File: src/rtl/core/sprc_ram.sv
module sprc_ram #(
	parameter int WIDTH = 8,
	parameter int DEPTH = 256
) (
	input  logic                     clk,
	input  logic                     we,
	input  logic [$clog2(DEPTH)-1:0] addr,
	input  logic [WIDTH-1:0]         wdata,
	output logic [WIDTH-1:0]         rdata
);

	logic [WIDTH-1:0] mem [DEPTH];

	always_ff @(posedge clk) begin
		if (we) begin
			mem[addr] <= wdata;
		end
		rdata <= mem[addr];
	end

endmodule

File: config.mk
export PLATFORM = sky130hd
export DESIGN_NAME = sprc_ram
export DESIGN_NICKNAME = d
export VERILOG_FILES = /design/src/rtl/core/sprc_ram.sv
export SDC_FILE = /design/constraint.sdc
export NUM_CORES = 2
export LEC_CHECK = 0
export BUFFER_PORTS_ARGS = -buffer_cell sky130_fd_sc_hd__clkbuf_2
export CORE_MARGIN = 2
export CORE_UTILIZATION = 30
export CTS_CLUSTER_DIAMETER = 200
export DETAILED_ROUTE_END_ITERATION = 8
export GPL_TIMING_DRIVEN = 0
export PLACE_DENSITY = 0.5
export SETUP_SLACK_MARGIN = 0.3
export SYNTH_ARGS = -nofsm -noshare
export SYNTH_HDL_FRONTEND = slang
export SYNTH_SLANG_ARGS = --single-unit
File: constraint.sdc
create_clock -name clk -period 2.6 [get_ports clk]
set_input_delay 0.13 -clock clk [delete_from_list [all_inputs] [get_ports clk]]
set_output_delay 0.13 -clock clk [all_outputs]
set_load 0.005 [all_outputs]
Word-level counts from Yosys, hierarchy flattened

Memories as Yosys holds them, arrays and structs flattened. A register that Yosys moved wholly into a read port is not among the register bits.
Cells that the tools add are included.

Memories: 1
Register bits after elaboration: 0
Bits in writable memories: 2048
Input port bits: 18
Output and inout bits: 8
Latch bits: 0
ROM bits: 0
Logic and storage cells: 3

Order comparisons: 0
Multipliers: 0
Bitwise logic cells: 0
Div/mod/pow operators: 0
Muxes and demuxes: 2
$add $sub $neg: 0
Reductions and logical operators: 0
Eq/ne operators: 0
Shifts and indexed selects: 0

Memory list:

| name | depth | width | read ports | clocked after memory_dff | wr ports | line | source |
|---|---|---|---|---|---|---|---|
| mem  | 256   | 8     | 1          | 1                        | 1        | 12   | `logic [WIDTH-1:0] mem [DEPTH];` |

Operator list:

| kind             | number |
|---|---|
| 1-bit 2-to-1 mux | 2 |

Logic depth before layout (Yosys ltp)

Word-level depth: 2
Mapped depth: 10

Worst setup path before layout

No wires, ideal clock.

Path type: input to register
Start point: input port addr[1]
End point: memory mem[111][0] (enable)
Required time: 2.230 ns
Setup time: 0.370 ns
Setup slack: 0.251 ns
Arrival time: 1.979 ns
Stages on the path: 9
Cell sequence: buf_2 clkbuf_1 clkbuf_1 nand2_1 buf_2 nor2_1 nand2_1 clkbuf_1 nor2_1

RTL lines:

| item            | line | source |
|---|---|---|
| start, declared | 7    | `input logic [$clog2(DEPTH)-1:0] addr,` |
| end, declared   | 12   |  |

No word-level cell before the write port.

==> flow_summary_export.csv <==
group,metric,value,unit
detailed_routing,drt-total-wl,226,mm
setup_path,path_class,"input port to flip-flop",
power,comb_power_share,5.4,%
floorplanning,die_h,516,microns
floorplanning,die_area,266000,sq um
logic_synthesis,yosysWarningCount,0,
detailed_routing,wire_per_inst,30.1,microns
logic_synthesis,async_flop_share,0,%
timing,fin_crit_sh,106,%
power,clock_power_share,42.0,%
cells_and_area,fillers,23900,
floorplanning,ios,26,
logic_synthesis,synth_common_cells,"edfxtp_1 (2,048), mux4_2 (512), a22oi_1 (256)",
power,internal-power,0.0540,W
logic_synthesis,synthesis.area,78500,sq um
timing,tightest_slew,1.39,ns
detailed_routing,drc_errors,0,
setup_path,critPathArrivalTime,3.27,ns
cells_and_area,fin_nets,3834,
setup_path,r2r_slack,-0.15,ns
power,switching_share,22.3,%
detailed_routing,routed_via_density,5.10,
global_route,grt_pass1_wl,312,mm
clocking,cts_tree,"done",
global_route,antenna_found_initial,12,
floorplanning,fp-row-count,187,
setup_path,r2r_cells,5,
setup_path,timing.rr.start,"mem[175][7]$_DFFE_PP_",
place,gp_congestion,0.903,
hold_path,hold_path.class,"input port to flip-flop",
global_route,grt_remaining_overflow,0,
run,cap_viol_max_count,0,
detailed_routing,first_iter_violations,4621,
setup_path,critPathRequiredTime,3.11,ns
timing,final.min_clock_period,2.76,ns
power,irDropWorstVdd,0.698,mV
place,dp_cells,7088,
timing,finalHoldViolCount,0,
setup_path,r2r_end,"rdata[7]$_DFF_P_",
setup_path,crit_end,"rdata[7]$_DFF_P_",
logic_synthesis,synth_fp_nets,3565,
global_route,grt_max_degree,133,
global_route,grt_use_total,16.8,%
timing,fmax,362,MHz
timing,rsz0062_at_grt,"true",
logic_synthesis,ys_seq_area_share,78.6,%
logic_synthesis,ys_ff_latch,2056,
clocking,clk_path_buf_depth,3,
timing,worst_slack,-0.161,ns
logic_synthesis,ys_types,22,
power,powerDensity,746,nW/um^2
cells_and_area,fin_cells,7496,
clocking,cts_root_buf,"clkbuf_16",
power,p_leak,27.4,nW
status,status,"complete, but fails checks",
logic_synthesis,synthFlopType,"edfxtp_1",
clocking,cts.htree.levels,4,
cells_and_area,area_growth,18.7,%
setup_path,critical_path.max_fanout,10,
setup_path,setup.worst_path.end_class,"flip-flop",
logic_synthesis,synth.most_common_cell,"edfxtp_1",
timing,fin_skew,0.0441,ns
cells_and_area,utilization,35.8,%
global_route,grt_pass1_vias,39200,
setup_path,critPathLaunchType,"input port",
floorplanning,die_x,516,microns
place,dp_slack,-2.91,ns
power,seqPwrFrac,52.6,%
clocking,cts_made_buffers,209,
cells_and_area,drive_gt1_share,34.6,%
logic_synthesis,synth.top_cell.area_share,78.3,%
timing,setup-violations-final,7,
logic_synthesis,synth_edf_count,2048,
logic_synthesis,postSynthCellCount,3547,
clocking,cts_sinks,2056,
timing,max_slew_margin,7.03,%
place,dp_hpwl,148,mm
floorplanning,initial_utilization,30.2,%
floorplanning,coreArea,260000,sq um
logic_synthesis,avgSynthCellArea,22.1,sq um
timing,tns,-0.673,ns
detailed_routing,drt-pass1-iter-count,7,
logic_synthesis,yosys-top-cells-area,"edfxtp_1 (78%), mux4_2 (15%), a22oi_1 (2.4%)",
status,violations,"negative setup slack",
detailed_routing,num_vias,38200,
logic_synthesis,yosys.area.top_type,"edfxtp_1",
clocking,clkLatencyLatePin,0.86,ns
clocking,clkTransAtPathRegs,0.06,ns
timing,maxSlewViolCount,0,
detailed_routing,ant_nets,0,
setup_path,startpoint,"addr[1]",
power,switchingPower,0.0155,W
place,io_buffers,21,
cells_and_area,multi_input_area,18200,sq um
cells_and_area,regArea,61700,sq um
## cell usage in the layout, fill, tap and decap left out, types with 38 or more instances in the layout
cell type  count
clkbuf_1     109
a21oi_1       72
a22oi_1      193
mux4_2       512
clkbuf_16    213
edfxtp_1    2048
nor2_4       157
clkbuf_2      64
a21oi_2       46
nor2_1        38
clkinv_1      66
clkinv_2      38
a22oi_2       63
## sequential cells by signal (all words and copies together), names as in the netlist
signal	cells
rdata	8
mem	2048
## kinds of logic (layout without fill, tap and decap cells)
family	Yosys count	count (layout)	share of synthesized area (%)
compound gates	416	416	3.62
simple gates	330	330	1.73
flops	2056	2056	78.6
mux	512	512	14.7
buf+inv	233	680	1.40
other cells	0	6	0
## worst min path at each step
stage	endpoint	depth (start not counted)	startpoint
final	mem[161][7]$_DFFE_PP_	3	we
after global routing	mem[161][7]$_DFFE_PP_	3	we
after CTS	mem[16][2]$_DFFE_PP_	4	addr[7]
after detailed placement	mem[83][4]$_DFFE_PP_	1	wdata[4]
after global placement	rdata[4]	1	rdata[4]$_DFF_P_
after floorplan	mem[0][0]$_DFFE_PP_	0	wdata[0]
## worst max-delay path, cell delays in order
cell,delay [ns]
buf_2,0.34
clkbuf_4,0.41
clkbuf_2,0.45
mux4_2,0.37
a22oi_1,0.32
a21oi_1,0.17
o41ai_4,0.52
nand4_1,0.51
## power groups by stage
stage          registers, W  clock network [W]  logic, W
6_report             0.0366             0.0292   0.00375
5_1_grt              0.0365             0.0311   0.00391
4_1_cts              0.0366             0.0297   0.00370
3_5_place_dp         0.0373                  0   0.00349
3_3_place_gp         0.0375                  0   0.00334
2_1_floorplan        0.0373                  0   0.00162
## area by class of cell
cell class | instances | area share [%]
Sequential cell | 2056 | 66.2
Multi-Input combinational cell | 1258 | 19.5
Clock buffer | 251 | 5.85
Tap cell | 3496 | 4.70
Buffer | 232 | 1.55
Clock inverter | 138 | 1.24
Timing Repair Buffer | 58 | 0.956
Antenna cell | 6 | 0.0161
Inverter | 1 | 0.00403
## layer usage
layer	global-route usage, %	vias to the layer above	part of all wire (%)
met5	0	-	0.017
li1	-	15700	-
met3	3.89	310	7.3
met2	26.6	1386	47
met1	23.0	20800	42
met4	5.31	6	3.0
## per-stage QoR
step / hold WS (ns) / cell area, sq um / power (W)
after CTS: 0.0867 / 92300 / 0.0700
after global placement: 0.524 / 83000 / 0.0408
after floorplan: 0.229 / 78500 / 0.0389
final: 0.0830 / 93100 / 0.0695
after detailed placement: 0.430 / 83700 / 0.0408
after global routing: 0.0605 / 93100 / 0.0715
## what timing repair did
| action | CTS | global route |
|---|---|---|
| setup buffers | 0 | 3 |
| gates resized for setup | 509 | 191 |
| pin swaps | 34 | 30 |
| endpoints found under the hold margin | 488 | 0 |
| hold buffers | 8 | 0 |
| gates cloned | 0 | 0 |
| setup endpoints to repair | 2028 | 1395 |
Note: power is estimated with default switching activity, not from simulation.
